## config.mk

```make
export PLATFORM = sky130hd
export DESIGN_NAME = pi_rate_controller_feedforward_unit
export DESIGN_NICKNAME = d
export VERILOG_FILES = /design/src/rtl/pirc_pkg.sv /design/src/rtl/pi_rate_controller_feedforward_unit.sv
export SDC_FILE = /design/constraint.sdc
export NUM_CORES = 2
export LEC_CHECK = 0
export ABC_AREA = 1
export BUFFER_PORTS_ARGS = -buffer_cell sky130_fd_sc_hd__clkbuf_2
export CAP_MARGIN = 40
export CORE_ASPECT_RATIO = 0.7
export CORE_MARGIN = 5
export CORE_UTILIZATION = 60
export CTS_BUF_LIST = sky130_fd_sc_hd__clkbuf_4 sky130_fd_sc_hd__clkbuf_8 sky130_fd_sc_hd__clkbuf_16
export CTS_CLUSTER_DIAMETER = 60
export CTS_CLUSTER_SIZE = 24
export DETAILED_ROUTE_END_ITERATION = 8
export PLACE_DENSITY = 0.81
export SLEW_MARGIN = 20
export SYNTH_ARGS = -nofsm -noshare
export SYNTH_HDL_FRONTEND = slang
export SYNTH_SLANG_ARGS = --single-unit
```

## constraint.sdc

```tcl
create_clock -name i_clk -period 10.79 [get_ports i_clk]
set_input_delay 1.6185 -clock i_clk [delete_from_list [all_inputs] [get_ports i_clk]]
set_output_delay 1.6185 -clock i_clk [all_outputs]
set_load 0.02 [all_outputs]
```

## src/rtl/pirc_pkg.sv

```systemverilog
`default_nettype none

package pirc_pkg;

    // integrator width and the shared multiplier geometry
    localparam int INTEG_W   = 48;
    localparam int TARGET_W  = 16;
    localparam int ERR_W     = 25;
    localparam int IHI_W     = INTEG_W - 24;
    localparam int MUL_A_W   = (IHI_W > ERR_W) ? IHI_W : ERR_W;
    localparam int MUL_B_W   = 17;
    localparam int MUL_P_W   = MUL_A_W + MUL_B_W;
    localparam int SUM_W     = MUL_P_W + 2;
    localparam int INT_SUM_W = ((INTEG_W > MUL_P_W) ? INTEG_W : MUL_P_W) + 1;

    localparam logic signed [INTEG_W-1:0] INTEG_MAX = {1'b0, {(INTEG_W-1){1'b1}}};
    localparam logic signed [INTEG_W-1:0] INTEG_MIN = {1'b1, {(INTEG_W-1){1'b0}}};

    // configuration register indexes
    localparam logic [1:0] CFG_P_GAIN     = 2'd0;
    localparam logic [1:0] CFG_I_GAIN     = 2'd1;
    localparam logic [1:0] CFG_MAX_OUTPUT = 2'd2;
    localparam logic [1:0] CFG_SLOPE      = 2'd3;

    // item function codes
    localparam logic FUNC_SAMPLE = 1'b0;
    localparam logic FUNC_RESET  = 1'b1;

    typedef enum logic [2:0] {
        S_IDLE,
        S_SP,
        S_ERR,
        S_TK,
        S_INT,
        S_ILO,
        S_IHI,
        S_FINISH
    } t_state;

endpackage

`default_nettype wire

```

## src/rtl/pi_rate_controller_feedforward_unit.sv

```systemverilog
`default_nettype none

// rate pi controller with feed-forward. a control sample transfer forms the
// setpoint (target*slope)>>8, the error against the measured rate, adds
// ticks*error into a saturating integrator and returns
// drive = target + (p_gain*error)>>8 + (i_gain*integrator)>>24, clamped to
// +/-max_output; clamped flags a limited result, and when the clamp acts in
// the direction of the error the integrator keeps its old value. a reset item
// clears the integrator and returns drive 0. one signed multiplier is reused
// five times under a small sequencer (setpoint, ticks, proportional, low and
// high integral products), and a reset item goes straight to the last step;
// the input side is ready only while the sequencer is idle. a finished result
// sits in an output register, so the next item can be taken while it waits;
// the sequencer only holds in its last step if the previous result has not
// been transferred yet.
// configuration is written through a plain write port with no handshake and
// should only be changed while the block is idle.
module pi_rate_controller_feedforward_unit (
    input  wire                logic        i_clk,
    input  wire                logic        i_rst_n,
    // configuration write port
    input  wire                logic        i_cfg_we,
    input  wire                logic [1:0]  i_cfg_idx,
    input  wire                logic [15:0] i_cfg_data,
    // sample input
    input  wire                logic        i_in_valid,
    output                     logic        o_in_ready,
    input  wire                logic        i_in_func,
    input  wire                logic signed [15:0] i_in_target_command,
    input  wire                logic signed [15:0] i_in_measured_rate,
    input  wire                logic [15:0] i_in_elapsed_ticks,
    // result output
    output                     logic        o_out_valid,
    input  wire                logic        i_out_ready,
    output                     logic signed [15:0] o_out_drive,
    output                     logic        o_out_clamped
);

    // configuration registers
    logic [15:0] r_p_gain;
    logic [15:0] r_i_gain;
    logic [14:0] r_max_output;
    logic [15:0] r_slope;

    // sequencer
    pirc_pkg::t_state r_state;
    pirc_pkg::t_state n_state;

    // captured sample
    logic                                    r_func_rst;
    logic signed [pirc_pkg::TARGET_W-1:0]    r_target;
    logic signed [15:0]                      r_rate;
    logic [15:0]                             r_ticks;

    // datapath
    logic signed [pirc_pkg::ERR_W-1:0]       r_err;
    logic signed [pirc_pkg::MUL_P_W-1:0]     r_prod;
    logic signed [pirc_pkg::INTEG_W-1:0]     r_integ;
    logic signed [pirc_pkg::INTEG_W-1:0]     r_integ_new;
    logic signed [pirc_pkg::SUM_W-1:0]       r_acc;

    // output register
    logic               r_out_valid;
    logic signed [15:0] r_drive;
    logic               r_clamped;

    // shared multiplier operands
    logic signed [pirc_pkg::MUL_A_W-1:0]     mul_a;
    logic signed [pirc_pkg::MUL_B_W-1:0]     mul_b;
    logic signed [pirc_pkg::MUL_P_W-1:0]     mul_p;

    logic signed [pirc_pkg::INT_SUM_W-1:0]   integ_sum;
    logic signed [pirc_pkg::INTEG_W-1:0]     integ_sat;
    logic signed [pirc_pkg::SUM_W-1:0]       drive_sum;
    logic signed [pirc_pkg::SUM_W-1:0]       lim_pos;
    logic signed [pirc_pkg::SUM_W-1:0]       lim_neg;
    logic                                    over_hi;
    logic                                    over_lo;
    logic                                    out_free;
    logic                                    in_xfer;

    assign o_in_ready    = (r_state == pirc_pkg::S_IDLE);
    assign in_xfer       = i_in_valid && o_in_ready;
    assign out_free      = !r_out_valid || i_out_ready;
    assign o_out_valid   = r_out_valid;
    assign o_out_drive   = r_drive;
    assign o_out_clamped = r_clamped;

    // configuration writes, a zero slope is stored as one
    always_ff @(posedge i_clk) begin
        if (!i_rst_n) begin
            r_p_gain     <= '0;
            r_i_gain     <= '0;
            r_max_output <= 15'h7fff;
            r_slope      <= 16'd256;
        end else if (i_cfg_we) begin
            case (i_cfg_idx)
                pirc_pkg::CFG_P_GAIN:     r_p_gain     <= i_cfg_data;
                pirc_pkg::CFG_I_GAIN:     r_i_gain     <= i_cfg_data;
                pirc_pkg::CFG_MAX_OUTPUT: r_max_output <= i_cfg_data[14:0];
                pirc_pkg::CFG_SLOPE:      r_slope      <= (i_cfg_data == 16'd0) ? 16'd1
                                                                                : i_cfg_data;
                default: ;
            endcase
        end
    end

    // operand select for the one multiplier
    always_comb begin
        mul_a = '0;
        mul_b = '0;
        case (r_state)
            pirc_pkg::S_SP: begin
                mul_a = pirc_pkg::MUL_A_W'(r_target);
                mul_b = $signed({1'b0, r_slope});
            end
            pirc_pkg::S_TK: begin
                mul_a = pirc_pkg::MUL_A_W'(r_err);
                mul_b = $signed({1'b0, r_ticks});
            end
            pirc_pkg::S_INT: begin
                mul_a = pirc_pkg::MUL_A_W'(r_err);
                mul_b = $signed({1'b0, r_p_gain});
            end
            pirc_pkg::S_ILO: begin
                // low 24 integrator bits, unsigned
                mul_a = $signed({{(pirc_pkg::MUL_A_W-24){1'b0}}, r_integ_new[23:0]});
                mul_b = $signed({1'b0, r_i_gain});
            end
            pirc_pkg::S_IHI: begin
                // integrator floor-shifted by 24
                mul_a = pirc_pkg::MUL_A_W'($signed(r_integ_new[pirc_pkg::INTEG_W-1:24]));
                mul_b = $signed({1'b0, r_i_gain});
            end
            default: ;
        endcase
    end

    assign mul_p = mul_a * mul_b;

    // saturating integrator add of ticks*error
    assign integ_sum = pirc_pkg::INT_SUM_W'(r_integ) + pirc_pkg::INT_SUM_W'(r_prod);

    always_comb begin
        if (integ_sum > pirc_pkg::INT_SUM_W'(pirc_pkg::INTEG_MAX)) begin
            integ_sat = pirc_pkg::INTEG_MAX;
        end else if (integ_sum < pirc_pkg::INT_SUM_W'(pirc_pkg::INTEG_MIN)) begin
            integ_sat = pirc_pkg::INTEG_MIN;
        end else begin
            integ_sat = integ_sum[pirc_pkg::INTEG_W-1:0];
        end
    end

    // final sum with the high integral partial product, then the clamp
    assign drive_sum = r_acc + pirc_pkg::SUM_W'(r_prod);
    assign lim_pos   = $signed({{(pirc_pkg::SUM_W-15){1'b0}}, r_max_output});
    assign lim_neg   = -lim_pos;
    assign over_hi   = drive_sum > lim_pos;
    assign over_lo   = drive_sum < lim_neg;

    // sequencer state
    always_ff @(posedge i_clk) begin
        if (!i_rst_n) begin
            r_state <= pirc_pkg::S_IDLE;
        end else begin
            r_state <= n_state;
        end
    end

    always_comb begin
        n_state = r_state;
        case (r_state)
            pirc_pkg::S_IDLE: begin
                if (in_xfer) begin
                    n_state = (i_in_func == pirc_pkg::FUNC_RESET) ? pirc_pkg::S_FINISH
                                                                  : pirc_pkg::S_SP;
                end
            end
            pirc_pkg::S_SP:     n_state = pirc_pkg::S_ERR;
            pirc_pkg::S_ERR:    n_state = pirc_pkg::S_TK;
            pirc_pkg::S_TK:     n_state = pirc_pkg::S_INT;
            pirc_pkg::S_INT:    n_state = pirc_pkg::S_ILO;
            pirc_pkg::S_ILO:    n_state = pirc_pkg::S_IHI;
            pirc_pkg::S_IHI:    n_state = pirc_pkg::S_FINISH;
            pirc_pkg::S_FINISH: begin
                // hold until the output register can take the result
                if (out_free) begin
                    n_state = pirc_pkg::S_IDLE;
                end
            end
            default: n_state = pirc_pkg::S_IDLE;
        endcase
    end

    // datapath registers
    always_ff @(posedge i_clk) begin
        case (r_state)
            pirc_pkg::S_IDLE: begin
                if (in_xfer) begin
                    r_func_rst <= (i_in_func == pirc_pkg::FUNC_RESET);
                    r_target   <= i_in_target_command;
                    r_rate     <= i_in_measured_rate;
                    r_ticks    <= i_in_elapsed_ticks;
                end
            end
            pirc_pkg::S_SP: begin
                r_prod <= mul_p;
            end
            pirc_pkg::S_ERR: begin
                // setpoint is the product floor-shifted by 8
                r_err <= pirc_pkg::ERR_W'($signed(r_prod[31:8])) - pirc_pkg::ERR_W'(r_rate);
            end
            pirc_pkg::S_TK: begin
                r_prod <= mul_p;
            end
            pirc_pkg::S_INT: begin
                r_integ_new <= integ_sat;
                r_prod      <= mul_p;
            end
            pirc_pkg::S_ILO: begin
                r_acc  <= pirc_pkg::SUM_W'(r_target)
                        + pirc_pkg::SUM_W'($signed(r_prod[pirc_pkg::MUL_P_W-1:8]));
                r_prod <= mul_p;
            end
            pirc_pkg::S_IHI: begin
                // low partial product is nonnegative
                r_acc  <= r_acc + pirc_pkg::SUM_W'($signed(r_prod[pirc_pkg::MUL_P_W-1:24]));
                r_prod <= mul_p;
            end
            default: ;
        endcase
    end

    // integrator state
    always_ff @(posedge i_clk) begin
        if (!i_rst_n) begin
            r_integ <= '0;
        end else if (r_state == pirc_pkg::S_FINISH && out_free) begin
            if (r_func_rst) begin
                r_integ <= '0;
            end else if (!((over_hi && r_err > 0) || (over_lo && r_err < 0))) begin
                r_integ <= r_integ_new;
            end
        end
    end

    // output register
    always_ff @(posedge i_clk) begin
        if (!i_rst_n) begin
            r_out_valid <= 1'b0;
        end else if (r_state == pirc_pkg::S_FINISH && out_free) begin
            r_out_valid <= 1'b1;
        end else if (i_out_ready) begin
            r_out_valid <= 1'b0;
        end
    end

    always_ff @(posedge i_clk) begin
        if (r_state == pirc_pkg::S_FINISH && out_free) begin
            if (r_func_rst) begin
                r_drive   <= '0;
                r_clamped <= 1'b0;
            end else if (over_hi) begin
                r_drive   <= $signed({1'b0, r_max_output});
                r_clamped <= 1'b1;
            end else if (over_lo) begin
                r_drive   <= -$signed({1'b0, r_max_output});
                r_clamped <= 1'b1;
            end else begin
                r_drive   <= drive_sum[15:0];
                r_clamped <= 1'b0;
            end
        end
    end

    // a clamped result sits exactly on one of the limits
    a_clamp_on_limit: assert property (@(posedge i_clk) disable iff (!i_rst_n)
        (o_out_valid && o_out_clamped) |->
            (o_out_drive == $signed({1'b0, r_max_output}) ||
             o_out_drive == -$signed({1'b0, r_max_output})))
        else $error("clamped drive not on limit");

    // a reset item leaves the integrator cleared
    a_reset_clears: assert property (@(posedge i_clk) disable iff (!i_rst_n)
        (r_state == pirc_pkg::S_FINISH && out_free && r_func_rst) |=>
            (r_integ == '0 && o_out_valid && o_out_drive == '0))
        else $error("reset item did not clear integrator");

    // the sequencer never finishes over a result that was not transferred
    a_no_overwrite: assert property (@(posedge i_clk) disable iff (!i_rst_n)
        (r_state == pirc_pkg::S_FINISH && r_out_valid && !i_out_ready) |=>
            (r_state == pirc_pkg::S_FINISH && $stable(r_drive)))
        else $error("result overwritten before transfer");

endmodule

`default_nettype wire

```

### Yosys cells after proc, flatten, opt, wreduce, memory -nomap -nowiden

Cells that the tools add are included.

* bits in registers: 340
* bits in latches: 0
* memory bits (writable): 0
* bits in read-only memories: 0
* bits of input ports: 72
* output and inout bits: 19
* word-level logic and storage cells: 85
* memories: 0

* add/subtract/negate cells: 7
* multiply operators: 1
* div/mod/pow operators: 0
* $lt $le $gt $ge: 6
* equal/unequal tests: 13
* shift-type cells: 0
* mux-type cells: 17
* bitwise logic cells: 0
* reductions and logical operators: 23

Operator list (number)
* two-way mux 48 bit: 3
* one-hot mux 25 bit (4 select lines): 1
* one-hot mux 44 bit (2 select lines): 1
* one-hot mux 16 bit (4 select lines): 1
* adder 48 x 42 -> 49 bit: 1
* > comparator 49 x 48 -> 1 bit, second input constant: 1
* < comparator 49 x 48 -> 1 bit, second input constant: 1
* adder 44 x 18 -> 44 bit: 1
* adder 44 x 42 -> 44 bit: 1
* > comparator 44 x 16 -> 1 bit: 1
* < comparator 44 bit: 1
* negation 15 -> 44 bit: 1
* multiplier 25 x 17 -> 42 bit: 1
* adder 16 x 34 -> 35 bit: 1
* two-way mux 16 bit: 2
* > comparator 25 x 1 -> 1 bit, second input constant: 1
* < comparator 25 x 1 -> 1 bit, second input constant: 1
* subtractor 24 x 16 -> 25 bit: 1
* one-hot mux 3 bit (8 select lines): 1
* logical NOT 16 bit: 1
* negation 15 -> 16 bit: 1
* two-way mux 15 bit: 1
* AND reduction 2 bit: 7
* == test 3 bit, second input constant: 4
* 16 further kinds: 31

### Longest topological paths before layout

* depth after elaboration: 6
* mapped depth: 37

### Least setup slack after synthesis

OpenSTA, ideal clock, no wires.

* path kind: register -> register
* start: register r_state[2]
* end: register r_prod[41] (netlist name) (data pin)
* library setup time: 0.260 ns
* arrival: 8.284 ns
* required time: 10.530 ns
* path slack: 2.246 ns
* cell stages (with the launch flop): 28
* clock period less this slack: 8.544 ns
* cells stage by stage: dfxtp_1 > inv_1 > nor2_1 > clkbuf_1 > nand2_1 > nand4_1 > clkbuf_1 > nand2_1 > fa_1 > inv_1 > fa_1 > fa_1 > fa_1 > fa_1 > inv_1 > fa_1 > inv_1 > ha_1 > nand2_1 > nor2_1 > nand2_1 > nor4_1 > nand3_1 > nand3_1 > nand3_1 > nand2_1 > a21boi_0 > xnor2_1

* word-level cells in the longest chain between the ends: 4

Ends and longest elaborated chain
* from (decl): line pi_rate_controller_feedforward_unit.sv:46 `pirc_pkg::t_state r_state;`
* from (signal assigned): line pi_rate_controller_feedforward_unit.sv:164 `r_state <= pirc_pkg::S_IDLE;`
* from (signal assigned): line pi_rate_controller_feedforward_unit.sv:166 `r_state <= n_state;`
* == test 3 bit or == test 3 x 2 -> 1 bit (tied branches): line pi_rate_controller_feedforward_unit.sv:112 `case (r_state)`
* OR reduction 2 bit (no line)
* one-hot mux 25 bit (4 select lines) or one-hot mux 16 bit (4 select lines) (tied branches): line pi_rate_controller_feedforward_unit.sv:112
* multiplier 25 x 17 -> 42 bit (*): line pi_rate_controller_feedforward_unit.sv:139 `assign mul_p = mul_a * mul_b;`
* via mul_p, one bit: line pi_rate_controller_feedforward_unit.sv:70 `logic signed [pirc_pkg::MUL_P_W-1:0] mul_p;`
* to (signal assigned): line pi_rate_controller_feedforward_unit.sv:207 `r_prod <= mul_p;`
* to (signal assigned): line pi_rate_controller_feedforward_unit.sv:214 `r_prod <= mul_p;`
* to (signal assigned): line pi_rate_controller_feedforward_unit.sv:218 `r_prod <= mul_p;`
* to (decl): line pi_rate_controller_feedforward_unit.sv:57 `logic signed [pirc_pkg::MUL_P_W-1:0] r_prod;`

Mark *: on every way through the listed nets, which the timed path passes. The rest lies on a longest branch.
A chain may end at the register's enable or synchronous reset.

### Final worst setup path

Same ends and word-level chain as after synthesis.

==> metrics.txt <==
outcome completed; crit path from r_state[2]; Least-Margin Pin Slew 948.3 ps; CTS Buf Count 29; # DRC 0; hold slack 503.5 ps; Synthesis Warnings 0; port bufs 90; PwrDens 253.1 nW/um^2; io pins 91; Cells after Synth 5431; Sink Count 340; Fmax 0.1094 GHz; CP peak stage delay 920 ps; Routed Antenna Nets 0; Syn-to-layout area delta 6.898%; final setup fails 0; CP max FO 46; Final Hold Violating Endpoints 0; Critical Path Sink r_prod[41]; Bufs on Longest Clock Path 3; die area 73950 um^2; nets@finish 6307; R2R cell count 30; Max-slew headroom 0.3678; Die H 229.0 um; ys flop type edfxtp_1; DR iter-0 viols 5446; RSZ-0062 raised after global routing false; largest net degree at the start of global routing 77; Die X 322.9 um; Worst EP arrival 9500 ps; hpwl dp 111700 um; later-pin clock latency in the skew report 660 ps; Yosys cell types 63; CP Capture Type flip-flop; Via Count 38670; reg2reg end r_prod[41]; layout cells sized above 1 0.05536; syn avg cell area 7.571 um^2; CTS root buf clkbuf_16; Site Rows 80; sequential cell area fraction in the yosys report 0.2203; global placer's final weighted congestion 1.050; CP max-delay cell fa_1; vias per inst 6.028; Layout Skew 52.86 ps; GR Util All Layers 0.3710; initial core utilization 0.6041; Worst Setup Start Kind flip-flop; r2r setup slk 1650 ps; Worst Path Required 11150 ps; setup_tns 0 ps; critical register-to-register path startpoint r_state[2]; Layout Utilization 0.6458; Post-CTS Hold Fix Bufs 0; post-synthesis async set-or-reset flop share 0; fin. max-slew vios 0; clock period minus worst slack 9138 ps; crit path kind reg2reg; final WL 140400 um; CTS resizes 0; H-Tree Depth 1; fraction of the cycle the final worst path needs 0.8469; TritonCTS clock tree built; DR WL/cell 21.88 um; Synth Register Bits 340; hold crit path type reg2reg; first drt pass iteration count 8; Worst VDD drop 0.0001677 V; Post-synth EDFFs 225; Reg clk slew, reported paths 90 ps; Setup Fix Bufs, Post-CTS 0; maxcap violations 0; initial antenna violation count 5; Post-Syn Area 41120 um^2; core area 68070 um^2; Syn Nets 6252; leakage 0.02172 uW; vias in the first global route 36270; first-pass GRT wire length 211800 um; Overflow after GRT 0; fill cell count 5898
synthesized netlist by cell type (all sizes together) (15+ instances only):
master | instances | area [um^2]
o211ai | 28 | 210.2
buf | 40 | 264.0
o21bai | 15 | 112.6
edfxtp | 225 | 6756
dfxtp | 115 | 2302
o21a | 32 | 240.2
nor3 | 51 | 275.3
xnor2 | 64 | 575.6
a31oi | 39 | 244.0
nor2 | 588 | 2220
nor4 | 30 | 193.9
xor2 | 97 | 857.1
o21ai | 257 | 1294
ha | 353 | 4417
a21oi | 430 | 2238
a21o | 18 | 135.1
nand4 | 50 | 327.8
a221oi | 18 | 170.2
nand2 | 1222 | 4604
inv | 982 | 3686
nand3 | 168 | 855.8
clkbuf | 93 | 349.1
fa | 396 | 7928
or2 | 20 | 125.1
cell type report:
cell class                 instances  area (um^2)  area share
timing repair buffer             157         1056     0.02402
clock buffer                      32        765.7     0.01742
clock inverter                    22        349.1    0.007942
multi-input combinational       3967        27870      0.6340
antenna                            4        10.01   0.0002277
inverter                         991         3720     0.08463
tap                              902         1129     0.02568
sequential                       340         9059      0.2061
power by group:
group          internal (uW)  switching, uW  leakage (uW)  total (uW)
logic                   2370           5160        0.0181        7530
clock network            579            659      0.000541        1240
registers               1890            471       0.00303        2360
total                   4840           6290        0.0217       11100
logic make-up (layout without fill, tap and decap cells):
group,after synthesis,count (layout),synth area share
multiplexers,1,1,0.0002434
XOR/XNOR,161,161,0.03484
other,0,4,0
buffers and inverters,1124,1202,0.1054
flip-flops,340,340,0.2203
AND/OR/NAND/NOR,2157,2157,0.2139
adder cells (fa/ha/maj),749,749,0.3002
AO/OA/AOI/OAI,899,899,0.1252
cells in the final DEF, fill, tap and decap left out, drive strengths merged, types with 9 or more instances in the layout:
cell type	Yosys	layout
nand2	1222	1222
inv	982	997
nor2	588	588
a21oi	430	430
fa	396	396
ha	353	353
o21ai	257	257
edfxtp	225	225
nand3	168	168
clkbuf	93	121
dfxtp	115	115
xor2	97	97
buf	40	68
xnor2	64	64
nor3	51	51
nand4	50	50
a31oi	39	39
o21a	32	32
nor4	30	30
o211ai	28	28
or2	20	20
a21o	18	18
a221oi	18	18
clkinv	9	16
o21bai	15	15
nand3b	14	14
a22o	13	13
and3	11	11
o221ai	9	9
worst max-delay path, delay by kind of cell, from the launching register on:
family	cells	cell delay (ps)
AOI/OAI and AO/OA	2	300
xor gates and xnor gates	1	150
adders and majority gates	7	4080
buffers and inverters	9	2040
DFF	1	510
and+or+nand+nor	11	1750
worst min path at each step:
| stage | from | end | slack, ps | cells past startpoint |
|---|---|---|---|---|
| 2_1_floorplan | r_slope[15] | r_slope[15] | 430 | 2 |
| 3_3_place_gp | r_slope[8] | r_slope[8] | 450 | 2 |
| 3_5_place_dp | r_slope[15] | r_slope[15] | 460 | 2 |
| 4_1_cts | r_slope[8] | r_slope[8] | 500 | 2 |
| 5_1_grt | r_integ[3] | r_integ[3] | 520 | 2 |
| 6_report | r_integ[32] | r_integ[32] | 500 | 2 |
metal layers:
| metal | up-vias | share of wire | GRT usage |
|---|---|---|---|
| met3 | 382 | 0.17 | 0.1406 |
| met2 | 2566 | 0.38 | 0.4944 |
| li1 | 17540 | - | - |
| met4 | 4 | 0.043 | 0.1222 |
| met1 | 18180 | 0.41 | 0.5530 |
| met5 | - | 0.00016 | 0 |
flip-flops by register name, summed over array words and instances, names as in the netlist, 25 cells and up:
signal,flops
r_err,25
r_integ_new,48
r_integ,48
r_prod,42
r_acc,44
per-stage QoR:
step | total power (uW) | std cells | area [um^2] | worst slack [ps]
after global routing | 11860 | 6414 | 43950 | 1158
after floorplan | 7166 | 5431 | 41120 | 2246
after CTS | 10800 | 6407 | 43880 | 1789
after global placement | 9351 | 6346 | 42650 | 2060
after detailed placement | 9533 | 6353 | 42760 | 1857
final | 11130 | 6415 | 43960 | 1652
Note: power is estimated with default switching activity, not from simulation.
